## config.mk

```make
export PLATFORM = sky130hd
export DESIGN_NAME = serial_frame_receiver
export DESIGN_NICKNAME = d
export VERILOG_FILES = /design/src/sfr_pkg.sv /design/src/sfr_id_mem.sv /design/src/sfr_parser.sv /design/src/sfr_out_buf.sv /design/src/serial_frame_receiver.sv
export SDC_FILE = /design/constraint.sdc
export NUM_CORES = 1
export LEC_CHECK = 0
export BUFFER_PORTS_ARGS = -buffer_cell sky130_fd_sc_hd__buf_2
export CORE_MARGIN = 8
export CORE_UTILIZATION = 55
export CTS_CLUSTER_SIZE = 30
export DETAILED_ROUTE_END_ITERATION = 7
export PLACE_DENSITY = 0.79
export SLEW_MARGIN = 10
export SYNTH_ARGS = -nofsm -noshare
export SYNTH_HDL_FRONTEND = slang
export SYNTH_SLANG_ARGS = --single-unit
```

## constraint.sdc

```tcl
create_clock -name clk -period 6.7 [get_ports clk]
set_input_delay 0.67 -clock clk [delete_from_list [all_inputs] [get_ports clk]]
set_output_delay 0.67 -clock clk [all_outputs]
set_load 0.02 [all_outputs]
```

## src/sfr_pkg.sv

```systemverilog
// Shared types and constants for the serial frame receiver.
package sfr_pkg;

  // Default number of priority levels that keep a last-seen id.
  localparam int LEVELS_DEF = 4;

  // Start-of-frame marker byte.
  localparam logic [7:0] START_BYTE = 8'hFF;

  // Result kind codes.
  localparam logic [1:0] KIND_PAYLOAD  = 2'd0;
  localparam logic [1:0] KIND_ACCEPT   = 2'd1;
  localparam logic [1:0] KIND_MISMATCH = 2'd2;

  // Frame type codes from the control byte.
  localparam logic [1:0] TYPE_RELIABLE = 2'd0;
  localparam logic [1:0] TYPE_PLAIN    = 2'd1;

  // Parser phases, one-hot.
  typedef enum logic [5:0] {
    PH_HUNT   = 6'b000001,
    PH_LEN_HI = 6'b000010,
    PH_LEN_LO = 6'b000100,
    PH_CTRL   = 6'b001000,
    PH_ID     = 6'b010000,
    PH_BODY   = 6'b100000
  } phase_t;

  // One result item.
  typedef struct packed {
    logic [1:0]  kind;
    logic [7:0]  data_byte;
    logic [1:0]  frame_type;
    logic [3:0]  port_number;
    logic [1:0]  priority_level;
    logic [7:0]  frame_id;
    logic [15:0] payload_length;
    logic        duplicate;
    logic        deliver;
    logic        ack_request;
  } result_t;

  // Access from the parser to the last-id memory.
  typedef struct packed {
    logic       rd_en;
    logic       wr_en;
    logic [1:0] level;
    logic [7:0] wr_id;
  } mem_req_t;

endpackage

```

## src/sfr_id_mem.sv

```systemverilog
// Last-seen id memory, one entry per priority level, with per-entry valid bits.
module sfr_id_mem #(
  parameter int LEVELS = sfr_pkg::LEVELS_DEF
) (
  input  logic             clk,
  input  logic             rst_n,
  input  sfr_pkg::mem_req_t req,
  output logic [7:0]       rd_id
);
  import sfr_pkg::*;

  localparam int AW = (LEVELS > 2) ? 2 : 1;

  logic [7:0]        mem_r [LEVELS];
  logic [LEVELS-1:0] vld_r;
  logic [7:0]        rd_data_r;
  logic              rd_vld_r;
  logic [AW-1:0]     idx;

  assign idx = req.level[AW-1:0];

  // Storage array and registered read port.
  always_ff @(posedge clk) begin
    if (req.wr_en) begin
      mem_r[idx] <= req.wr_id;
    end
    if (req.rd_en) begin
      rd_data_r <= mem_r[idx];
    end
  end

  // Valid bits: an entry never written reads as zero.
  always_ff @(posedge clk) begin
    if (!rst_n) begin
      vld_r    <= '0;
      rd_vld_r <= 1'b0;
    end else begin
      if (req.wr_en) begin
        vld_r[idx] <= 1'b1;
      end
      if (req.rd_en) begin
        rd_vld_r <= vld_r[idx];
      end
    end
  end

  assign rd_id = rd_vld_r ? rd_data_r : 8'd0;

endmodule

```

## src/sfr_parser.sv

```systemverilog
// Frame parser: phase tracking, length count, checksum and verdict.
module sfr_parser #(
  parameter int LEVELS = sfr_pkg::LEVELS_DEF
) (
  input  logic              clk,
  input  logic              rst_n,
  input  logic              in_fire,
  input  logic [7:0]        rx_byte,
  input  logic [7:0]        rd_id,
  output logic              res_valid,
  output sfr_pkg::result_t  res,
  output sfr_pkg::mem_req_t mem_req
);
  import sfr_pkg::*;

  phase_t      phase_r, phase_nxt;
  logic [15:0] len_r, len_nxt;
  logic [15:0] cnt_r, cnt_nxt;
  logic [7:0]  sum_r, sum_nxt;
  logic [1:0]  type_r, type_nxt;
  logic [3:0]  port_r, port_nxt;
  logic [1:0]  level_r, level_nxt;
  logic [7:0]  id_r, id_nxt;
  logic        in_range;
  logic        sum_ok;
  logic        dup;

  assign in_range = ({1'b0, level_r} < 3'(LEVELS));
  assign sum_ok   = (sum_r == rx_byte);
  assign dup      = (type_r == TYPE_RELIABLE) && in_range && (rd_id == id_r);

  // Next-state, result and memory access for one accepted byte.
  always_comb begin
    phase_nxt = phase_r;
    len_nxt   = len_r;
    cnt_nxt   = cnt_r;
    sum_nxt   = sum_r;
    type_nxt  = type_r;
    port_nxt  = port_r;
    level_nxt = level_r;
    id_nxt    = id_r;
    res_valid = 1'b0;
    res       = '0;
    mem_req   = '0;
    mem_req.level = level_r;
    mem_req.wr_id = id_r;
    if (in_fire) begin
      case (phase_r)
        PH_HUNT: begin
          if (rx_byte == START_BYTE) begin
            phase_nxt = PH_LEN_HI;
          end
        end
        PH_LEN_HI: begin
          len_nxt   = {rx_byte, 8'd0};
          phase_nxt = PH_LEN_LO;
        end
        PH_LEN_LO: begin
          len_nxt   = {len_r[15:8], rx_byte};
          phase_nxt = PH_CTRL;
        end
        PH_CTRL: begin
          type_nxt  = rx_byte[7:6];
          level_nxt = rx_byte[5:4];
          port_nxt  = rx_byte[3:0];
          phase_nxt = PH_ID;
        end
        PH_ID: begin
          id_nxt         = rx_byte;
          mem_req.rd_en  = in_range;
          phase_nxt      = PH_BODY;
        end
        PH_BODY: begin
          res_valid = 1'b1;
          if (cnt_r < len_r) begin
            // Payload byte: pass it on and fold it into the checksum.
            sum_nxt       = sum_r + rx_byte;
            cnt_nxt       = cnt_r + 16'd1;
            res.kind      = KIND_PAYLOAD;
            res.data_byte = rx_byte;
          end else begin
            // Checksum byte: give the verdict and return to hunting.
            res.frame_type     = type_r;
            res.port_number    = port_r;
            res.priority_level = level_r;
            res.frame_id       = id_r;
            res.payload_length = len_r;
            if (sum_ok) begin
              res.kind        = KIND_ACCEPT;
              res.duplicate   = dup;
              res.deliver     = (type_r == TYPE_PLAIN) ||
                                ((type_r == TYPE_RELIABLE) && !dup);
              res.ack_request = (type_r == TYPE_RELIABLE);
              mem_req.wr_en   = in_range;
            end else begin
              res.kind = KIND_MISMATCH;
            end
            phase_nxt = PH_HUNT;
            len_nxt   = '0;
            cnt_nxt   = '0;
            sum_nxt   = '0;
            type_nxt  = '0;
            port_nxt  = '0;
            level_nxt = '0;
          end
        end
        default: begin
          phase_nxt = PH_HUNT;
          len_nxt   = '0;
          cnt_nxt   = '0;
          sum_nxt   = '0;
          type_nxt  = '0;
          port_nxt  = '0;
          level_nxt = '0;
        end
      endcase
    end
  end

  // Parser registers.
  always_ff @(posedge clk) begin
    if (!rst_n) begin
      phase_r <= PH_HUNT;
      len_r   <= '0;
      cnt_r   <= '0;
      sum_r   <= '0;
      type_r  <= '0;
      port_r  <= '0;
      level_r <= '0;
      id_r    <= '0;
    end else begin
      phase_r <= phase_nxt;
      len_r   <= len_nxt;
      cnt_r   <= cnt_nxt;
      sum_r   <= sum_nxt;
      type_r  <= type_nxt;
      port_r  <= port_nxt;
      level_r <= level_nxt;
      id_r    <= id_nxt;
    end
  end

`ifndef SYNTHESIS
  // A payload item comes only from the body phase.
  a_payload_in_body: assert property (@(posedge clk) disable iff (!rst_n)
    (res_valid && res.kind == KIND_PAYLOAD) |-> (phase_r == PH_BODY))
    else $error("payload item outside body phase");

  // Every verdict sends the parser back to hunting.
  a_verdict_ends_frame: assert property (@(posedge clk) disable iff (!rst_n)
    (res_valid && res.kind != KIND_PAYLOAD) |=> (phase_r == PH_HUNT))
    else $error("parser did not return to hunting after a verdict");

  // The id memory is written only for an accepted frame.
  a_write_on_accept: assert property (@(posedge clk) disable iff (!rst_n)
    mem_req.wr_en |-> (res_valid && res.kind == KIND_ACCEPT))
    else $error("id memory written without an accepted frame");

  // The id memory is read only as the frame body begins.
  a_read_then_body: assert property (@(posedge clk) disable iff (!rst_n)
    mem_req.rd_en |=> (phase_r == PH_BODY && cnt_r == 16'd0))
    else $error("id memory read outside frame start");
`endif

endmodule

```

## src/sfr_out_buf.sv

```systemverilog
// Two-entry result queue between the parser and the output channel.
module sfr_out_buf (
  input  logic             clk,
  input  logic             rst_n,
  input  logic             push,
  input  sfr_pkg::result_t push_item,
  output logic             not_full,
  output logic             out_valid,
  input  logic             out_ready,
  output sfr_pkg::result_t head_item
);
  import sfr_pkg::*;

  result_t    ent_r [2];
  logic       head_r, head_nxt;
  logic [1:0] cnt_r, cnt_nxt;
  logic       pop;
  logic       wr_slot;

  assign out_valid = (cnt_r != 2'd0);
  assign not_full  = (cnt_r != 2'd2);
  assign pop       = out_valid && out_ready;
  assign wr_slot   = head_r ^ cnt_r[0];
  assign head_item = ent_r[head_r];

  // Queue pointers.
  always_comb begin
    head_nxt = pop ? ~head_r : head_r;
    cnt_nxt  = cnt_r + {1'b0, push} - {1'b0, pop};
  end

  always_ff @(posedge clk) begin
    if (!rst_n) begin
      head_r <= 1'b0;
      cnt_r  <= 2'd0;
    end else begin
      head_r <= head_nxt;
      cnt_r  <= cnt_nxt;
    end
  end

  // Entry storage.
  always_ff @(posedge clk) begin
    if (push) begin
      ent_r[wr_slot] <= push_item;
    end
  end

`ifndef SYNTHESIS
  // The count never exceeds the two entries.
  a_cnt_bound: assert property (@(posedge clk) disable iff (!rst_n)
    cnt_r != 2'd3)
    else $error("result queue count out of range");

  // A lone push grows the queue by one item.
  a_push_grows: assert property (@(posedge clk) disable iff (!rst_n)
    (push && !pop) |=> (cnt_r == $past(cnt_r) + 2'd1))
    else $error("result queue lost a pushed item");

  // A lone pop shrinks the queue and advances the head.
  a_pop_shrinks: assert property (@(posedge clk) disable iff (!rst_n)
    (pop && !push) |=> (cnt_r == $past(cnt_r) - 2'd1 && head_r != $past(head_r)))
    else $error("result queue pop mishandled");
`endif

endmodule

```

## src/serial_frame_receiver.sv

```systemverilog
// Top level of the serial frame receiver.
// The receiver takes one byte per clock cycle on the input channel and answers
// each payload byte and each checksum byte with one result item, registered in
// the output queue; start, length, control and id bytes yield nothing. Input
// ready stays high while fewer than two result items wait in the output queue,
// so a stalled output side holds back the input only once two results are
// queued. The last-seen id of each priority level sits in a small memory with
// a registered read, issued when the id byte is taken so its data is ready by
// the earliest possible checksum byte; it is written on every frame with a good
// checksum and an in-range level. No clearing pass is needed after reset.
module serial_frame_receiver #(
  parameter int LEVELS = sfr_pkg::LEVELS_DEF
) (
  input  logic        clk,
  input  logic        rst_n,
  input  logic        in_valid,
  output logic        in_ready,
  input  logic [7:0]  in_rx_byte,
  output logic        out_valid,
  input  logic        out_ready,
  output logic [1:0]  out_kind,
  output logic [7:0]  out_data_byte,
  output logic [1:0]  out_frame_type,
  output logic [3:0]  out_port_number,
  output logic [1:0]  out_priority_level,
  output logic [7:0]  out_frame_id,
  output logic [15:0] out_payload_length,
  output logic        out_duplicate,
  output logic        out_deliver,
  output logic        out_ack_request
);
  import sfr_pkg::*;

  logic     in_fire;
  logic     res_valid;
  result_t  res;
  result_t  head_item;
  mem_req_t mem_req;
  logic [7:0] rd_id;

  assign in_fire = in_valid && in_ready;

  // Byte parser and verdict logic.
  sfr_parser #(.LEVELS(LEVELS)) u_parser (
    .clk       (clk),
    .rst_n     (rst_n),
    .in_fire   (in_fire),
    .rx_byte   (in_rx_byte),
    .rd_id     (rd_id),
    .res_valid (res_valid),
    .res       (res),
    .mem_req   (mem_req)
  );

  // Last-seen id per level.
  sfr_id_mem #(.LEVELS(LEVELS)) u_id_mem (
    .clk   (clk),
    .rst_n (rst_n),
    .req   (mem_req),
    .rd_id (rd_id)
  );

  // Result queue toward the output channel.
  sfr_out_buf u_out_buf (
    .clk       (clk),
    .rst_n     (rst_n),
    .push      (in_fire && res_valid),
    .push_item (res),
    .not_full  (in_ready),
    .out_valid (out_valid),
    .out_ready (out_ready),
    .head_item (head_item)
  );

  // Output fields.
  assign out_kind           = head_item.kind;
  assign out_data_byte      = head_item.data_byte;
  assign out_frame_type     = head_item.frame_type;
  assign out_port_number    = head_item.port_number;
  assign out_priority_level = head_item.priority_level;
  assign out_frame_id       = head_item.frame_id;
  assign out_payload_length = head_item.payload_length;
  assign out_duplicate      = head_item.duplicate;
  assign out_deliver        = head_item.deliver;
  assign out_ack_request    = head_item.ack_request;

endmodule
```

### After elaboration in Yosys (flattened, before gate mapping)

Memories as Yosys holds them, arrays and structs flattened. A register that Yosys moved wholly into a read port is not among the register bits.
Index checks and enable logic that the tools add are counted.
Widths: inputs -> output; s select.

| cells by class | value |
|---|---|
| reductions and logical operators | 19 |
| bitwise operators | 7 |
| add/subtract/negate cells | 4 |
| equality and inequality tests | 13 |
| order comparisons | 3 |
| muxes and demuxes | 39 |

Operators with widths:

| kind | count |
|---|---|
| $mux 45 | 2 |
| $pmux 16 s4 | 1 |
| $pmux 6 s6 | 1 |
| $mux 35 | 1 |
| $mux 16 | 2 |
| $pmux 16 s2 | 1 |
| $mux 8 | 3 |
| $add 16x1->16 const B | 1 |
| $eq 8x8->1 | 2 |
| $lt 16x16->1 | 1 |
| $pmux 8 s2 | 1 |
| $mux 1 | 14 |
| $mux 6 | 2 |
| $pmux 2 s3 | 2 |
| $pmux 4 s3 | 1 |
| $reduce_and 3->1 | 3 |
| $add 8x8->8 | 1 |
| $eq 8x8->1 const B | 1 |
| $mux 2 | 4 |
| $eq 6x1->1 const B | 1 |
| $eq 6x2->1 const B | 1 |
| $eq 6x3->1 const B | 1 |
| $eq 6x4->1 const B | 1 |
| $eq 6x5->1 const B | 1 |
| 25 further kinds | 36 |

| storage, ports and cells | value |
|---|---|
| bits in registers | 70 |
| output and inout bits | 47 |
| memories kept | 2 |
| logic and storage cells | 100 |
| input port bits | 12 |
| memory bits (writable) | 122 |

Memories:

| memory | words | width | read ports | clocked after Yosys merged registers in | wr ports | RTL line | RTL |
|---|---|---|---|---|---|---|---|
| u_out_buf.ent_r | 2 | 45 | 1 | 1 | 1 | sfr_out_buf.sv:14 | `result_t ent_r [2];` |
| u_id_mem.mem_r | 4 | 8 | 1 | 1 | 1 | sfr_id_mem.sv:14 | `logic [7:0] mem_r [LEVELS];` |

### Longest topological paths before layout

| logic depth | value |
|---|---|
| depth after elaboration | 10 |
| depth in mapped cells | 11 |
| mapped depth without buffers | 9 |

### By module

Synthesis repeated with hierarchy kept, for this count alone.

| second synthesis, totals | value |
|---|---|
| cells, all modules | 717 |
| area, all modules | 9208.8 um2 |

Modules (own cells, without submodules):

| module | area an instance (um2) | times used | sequential area each (um2) | cells each |
|---|---|---|---|---|
| sfr_parser | 3841.2 | 1 | 1241.2 | 476 |
| sfr_out_buf | 3667.3 | 1 | 2782.7 | 161 |
| sfr_id_mem | 1687.9 | 1 | 1301.2 | 78 |
| serial_frame_receiver | 12.5 | 1 | 0.0 | 2 |

### Worst setup path after synthesis

OpenSTA, ideal clock, no wires.

| timing path | value |
|---|---|
| path type | reg2reg |
| start | reg u_out_buf.cnt_r[0] |
| end | mem u_out_buf.ent_r[0][0] in the netlist's numbering (enable) |
| clock period less this slack | 3.579 ns |
| setup time | 0.453 ns |
| buffers on the path | 1 |
| required time | 6.247 ns |
| cell stages (with the launch flop) | 6 |
| arrival time | 3.126 ns |
| setup slack | 3.121 ns |
| path through | dfxtp_1 -> nand2b_1 -> nand2_1 -> or2_0 -> buf_2 -> nor2b_1 |

| between the ends | value |
|---|---|
| cells in the longest elaborated chain, start to end | 6 |
| elaborated cells between the ends (all ways) | 7 |
| classes of those cells | eq/ne: 1; mux: 3; bitwise: 1; reduce/logical: 2 |

RTL lines:

| element | RTL line | RTL |
|---|---|---|
| from (decl) | sfr_out_buf.sv:16 | `logic [1:0] cnt_r, cnt_nxt;` |
| from (signal assigned) | sfr_out_buf.sv:38 | `cnt_r <= cnt_nxt;` |
| $ne 2x2->1 * | sfr_out_buf.sv:21 | `assign not_full = (cnt_r != 2'd2);` |
| via in_ready | serial_frame_receiver.sv:17 | `output logic in_ready,` |
| $logic_and 1x1->1 * | serial_frame_receiver.sv:41 | `assign in_fire = in_valid && in_ready;` |
| $mux 1 | sfr_parser.sv:47 | `if (in_fire) begin` |
| $logic_and 1x1->1 * | serial_frame_receiver.sv:67 | `.push (in_fire && res_valid),` |
| $mux 1 * | sfr_out_buf.sv:44 | `if (push) begin` |
| $mux 1 (implied by the code) * | sfr_out_buf.sv:45 | `ent_r[wr_slot] <= push_item;` |
| to (decl) | sfr_out_buf.sv:14 |  |

Mark *: on every way through the listed nets, which the timed path passes. The rest lies on a longest branch.

### Worst setup path in the final report

| timing path | value |
|---|---|
| start | reg u_parser.len_r[11] |
| end | mem u_id_mem.mem_r[0][1] (enable) |

| between the ends | value |
|---|---|
| cells in the longest elaborated chain, start to end | 6 |

RTL lines:

| element | RTL line | RTL |
|---|---|---|
| from (decl) | sfr_parser.sv:17 | `logic [15:0] len_r, len_nxt;` |
| from (signal assigned) | sfr_parser.sv:133 | `len_r <= len_nxt;` |
| $lt 16x16->1 | sfr_parser.sv:75 | `if (cnt_r < len_r) begin` |
| $mux 1 | sfr_parser.sv:75 |  |
| $mux 1 | sfr_parser.sv:48 | `case (phase_r)` |
| $mux 2 | sfr_parser.sv:47 |  |
| $mux 1 | sfr_id_mem.sv:24 | `if (req.wr_en) begin` |
| $mux 1 (implied by the code) | sfr_id_mem.sv:25 | `mem_r[idx] <= req.wr_id;` |
| to (decl) | sfr_id_mem.sv:14 |  |

No other way between the ends.

==> results_dict.tcl <==
set metrics [dict create \
    yosysWarnings 0 \
    die_h_um 144 \
    grt_pass1_vias 5817 \
    syn_nets 756 \
    outcome "finished, final reports clean" \
    seq_power_share 0.511 \
    track_usage 0.189 \
    min_period_over_period 0.517 \
    cts-root-buf "clkbuf_16" \
    period_minus_slack_ns 3.47 \
    postCtsHoldBufs 0 \
    pin_count 59 \
    hold_end "u_parser.port_r[0]" \
    final_common_cell "edfxtp_1" \
    vias 5819 \
    grt_max_degree 46 \
    cp_max_fo 38 \
    tightest_slew_ns 1.33 \
    p_switching_mw 0.531 \
    final_cell_mix "edfxtp_1, dfxtp_1, buf_2, nor2_1" \
    synth_seq_area_share 0.592 \
    max_cap_viol_count 0 \
    dr.first_iter.drc_count 414 \
    worstSetupStartpointType "flop" \
    p_sw_frac 0.208 \
    dp_hpwl_um 12900 \
    arrival_ns 3.57 \
    synth_edf_count 130 \
    initial_core_util 0.565 \
    cts.sinks 201 \
    dp.cells 959 \
    antenna_found_initial 0 \
    nNetsFinal 804 \
    vias_per_cell 5.84 \
    cp.required_ns 6.80 \
    hold_depth 2 \
    synth_cell_types 59 \
    synth.cell_area_sq_mm 0.00900 \
    ff2ff_setup_slack_ns 3.23 \
    slew_viol_final 0 \
    finalPower_mw 2.56 \
    die_x_um 144 \
    place_congestion 0.837 \
    cts-resized-gates 0 \
    cts_tree "yes" \
    p_leak_nw 3.43 \
    rows 46 \
    area_growth_pct 12.7 \
    numCtsBuffers 21 \
    synthArstFlopShare 0 \
    reg2reg_depth 10 \
    clock_path_buffers 3 \
    fin_tns_setup_ns 0 \
    setup_viol 0 \
    clkPwrFrac 0.464 \
    synthCells 718 \
    p_int_mw 2.03 \
    post-cts-setup-buffer-count 0 \
    grt_pass1_wl_um 30700 \
    power_per_cell_area_mw_per_mm2 252 \
    clk_latency_ns 0.51 \
    timing.rr.start "u_parser.len_r[11]" \
    clk_pin_slew_ns 0.07 \
    drt_pass1_iterations 5 \
    hold_path.class "flop to flop" \
    layout-drive-gt1-share 0.229 \
    num_antenna_cells 0 \
    final-hold-violation-count 0 \
    drc_errors 0 \
    crit_type "flop to flop" \
    slew_headroom 0.106 \
    synth_area_leaders "edfxtp_1, dfxtp_1, mux2_2" \
    rr_endpoint "u_id_mem.mem_r[0][1]" \
    dieArea_sq_mm 0.0207 \
    finalClockSkew_ns 0.0245 \
    syn_avg_cell_area_sq_um 12.5 \
    synthDominantCellAreaShare 0.434 \
    ant_nets 0 \
    gr-total-overflow 0 \
    whs_ns 0.462 \
    htreeDepth 1 \
    wl_per_cell_um 19.4 \
    final_cells 997 \
    yosys.area.top_type "edfxtp_1" \
    worstHoldStart "u_parser.port_r[0]" \
    ys.flop_type "edfxtp_1" \
    cp-end-kind "flop" \
    core_area_sq_mm 0.0159 \
    comb_power_share 0.024 \
    port_buffers 58 \
    wl_um 19400 \
    synth-seq-cells 201 \
    rsz0062_at_grt "false" \
    vdd_drop_max_mv 0.207 \
    clock.fmax_mhz 289 \
]
==> worst max path at each step <==
stage	startpoint	endpoint	slack, ns	cells past startpoint
global placement	in_rx_byte[6]	u_id_mem.mem_r[1][0]	3.20	7
global route	u_parser.len_r[15]	u_id_mem.mem_r[0][4]	3.00	9
detailed placement	in_rx_byte[6]	u_id_mem.mem_r[1][0]	3.00	7
CTS	u_parser.len_r[11]	u_id_mem.mem_r[1][3]	3.16	10
finish	u_parser.len_r[11]	u_id_mem.mem_r[0][1]	3.23	10
floorplan	u_out_buf.cnt_r[0]	u_out_buf.ent_r[0][0]	3.12	5
==> cells in the mapped netlist (3+ instances only) <==
master	number
nand4b_1	10
buf_2	9
dfxtp_1	71
clkbuf_1	18
ha_1	25
nand2b_1	9
nor2_1	50
o211ai_1	4
nand3b_1	4
nand4_1	7
o31ai_2	8
o21ai_0	10
edfxtp_1	130
a21oi_1	24
nor2b_1	5
nor3_1	14
buf_4	5
inv_1	29
and4_1	3
nand2_1	42
mux2_2	45
buf_1	4
and3_1	7
xor2_1	10
xnor2_1	20
and2_1	45
mux2i_1	20
mux4_2	9
nand3_1	36
a41oi_1	4
nor4_1	3
o21bai_1	3
==> routing by layer <==
layer	track usage	vias to the layer above	wire length (um)
li1	-	2699	-
met1	0.256	2864	8670
met2	0.306	218	8930
met3	0.0312	38	1360
met4	0.0570	0	418
met5	0	-	0
==> state kept, by name, indices dropped and copies added (netlist names), named ones only <==
| name | count |
|---|---|
| u_id_mem.mem_r | 32 |
| u_id_mem.rd_data_r | 8 |
| u_id_mem.rd_vld_r | 1 |
| u_id_mem.vld_r | 4 |
| u_out_buf.cnt_r | 2 |
| u_out_buf.ent_r | 90 |
| u_out_buf.head_r | 1 |
| u_parser.cnt_r | 16 |
| u_parser.id_r | 8 |
| u_parser.len_r | 16 |
| u_parser.level_r | 2 |
| u_parser.phase_r | 6 |
| u_parser.port_r | 4 |
| u_parser.sum_r | 8 |
| u_parser.type_r | 2 |
==> worst max-delay path: stages, from the launching register on <==
cell and delay, ns:
dfxtp_1 0.35, inv_1 0.08, ha_1 0.30, nand3_1 0.15, o221ai_1 0.23, o211ai_1 0.17, o311ai_4 0.14, nor2b_2 0.20
buf_4 0.33, nand2_4 0.15, nor3_1 0.94
==> stage by stage <==
stage,util,setup slack (ns),area (sq um)
floorplan,-,3.12,9000
global placement,0.591,3.20,9430
finish,0.636,3.23,10100
CTS,0.636,3.16,10100
detailed placement,0.591,3.00,9430
global route,0.636,3.00,10100
==> final cells by class <==
class | count | area [sq um]
clock buffer | 25 | 582
fill | 1200 | 5800
multi-input combinational | 449 | 3400
inverter | 30 | 113
sequential | 201 | 5330
tap | 216 | 270
clock inverter | 13 | 130
timing repair buffer | 63 | 328
==> power by group through the flow <==
stage / sequential (mW) / combinational (mW) / clock (mW)
after global placement: 1.33 / 0.0596 / 0
after global routing: 1.31 / 0.0673 / 1.25
final: 1.31 / 0.0625 / 1.19
after CTS: 1.31 / 0.0616 / 1.20
after detailed placement: 1.33 / 0.0612 / 0
after floorplan: 1.33 / 0.0485 / 0
==> cell families after synthesis <==
| logic type | count (synthesis) | share of synthesized area |
|---|---|---|
| buffers and inverters | 68 | 0.0334 |
| adder cells (fa/ha/maj) | 26 | 0.0370 |
| AND/OR/NAND/NOR | 247 | 0.149 |
| flip-flops | 201 | 0.592 |
| AO/OA/AOI/OAI | 72 | 0.0589 |
| XOR/XNOR | 30 | 0.0292 |
| multiplexers | 74 | 0.101 |
Power figures use the tool's default switching activity.
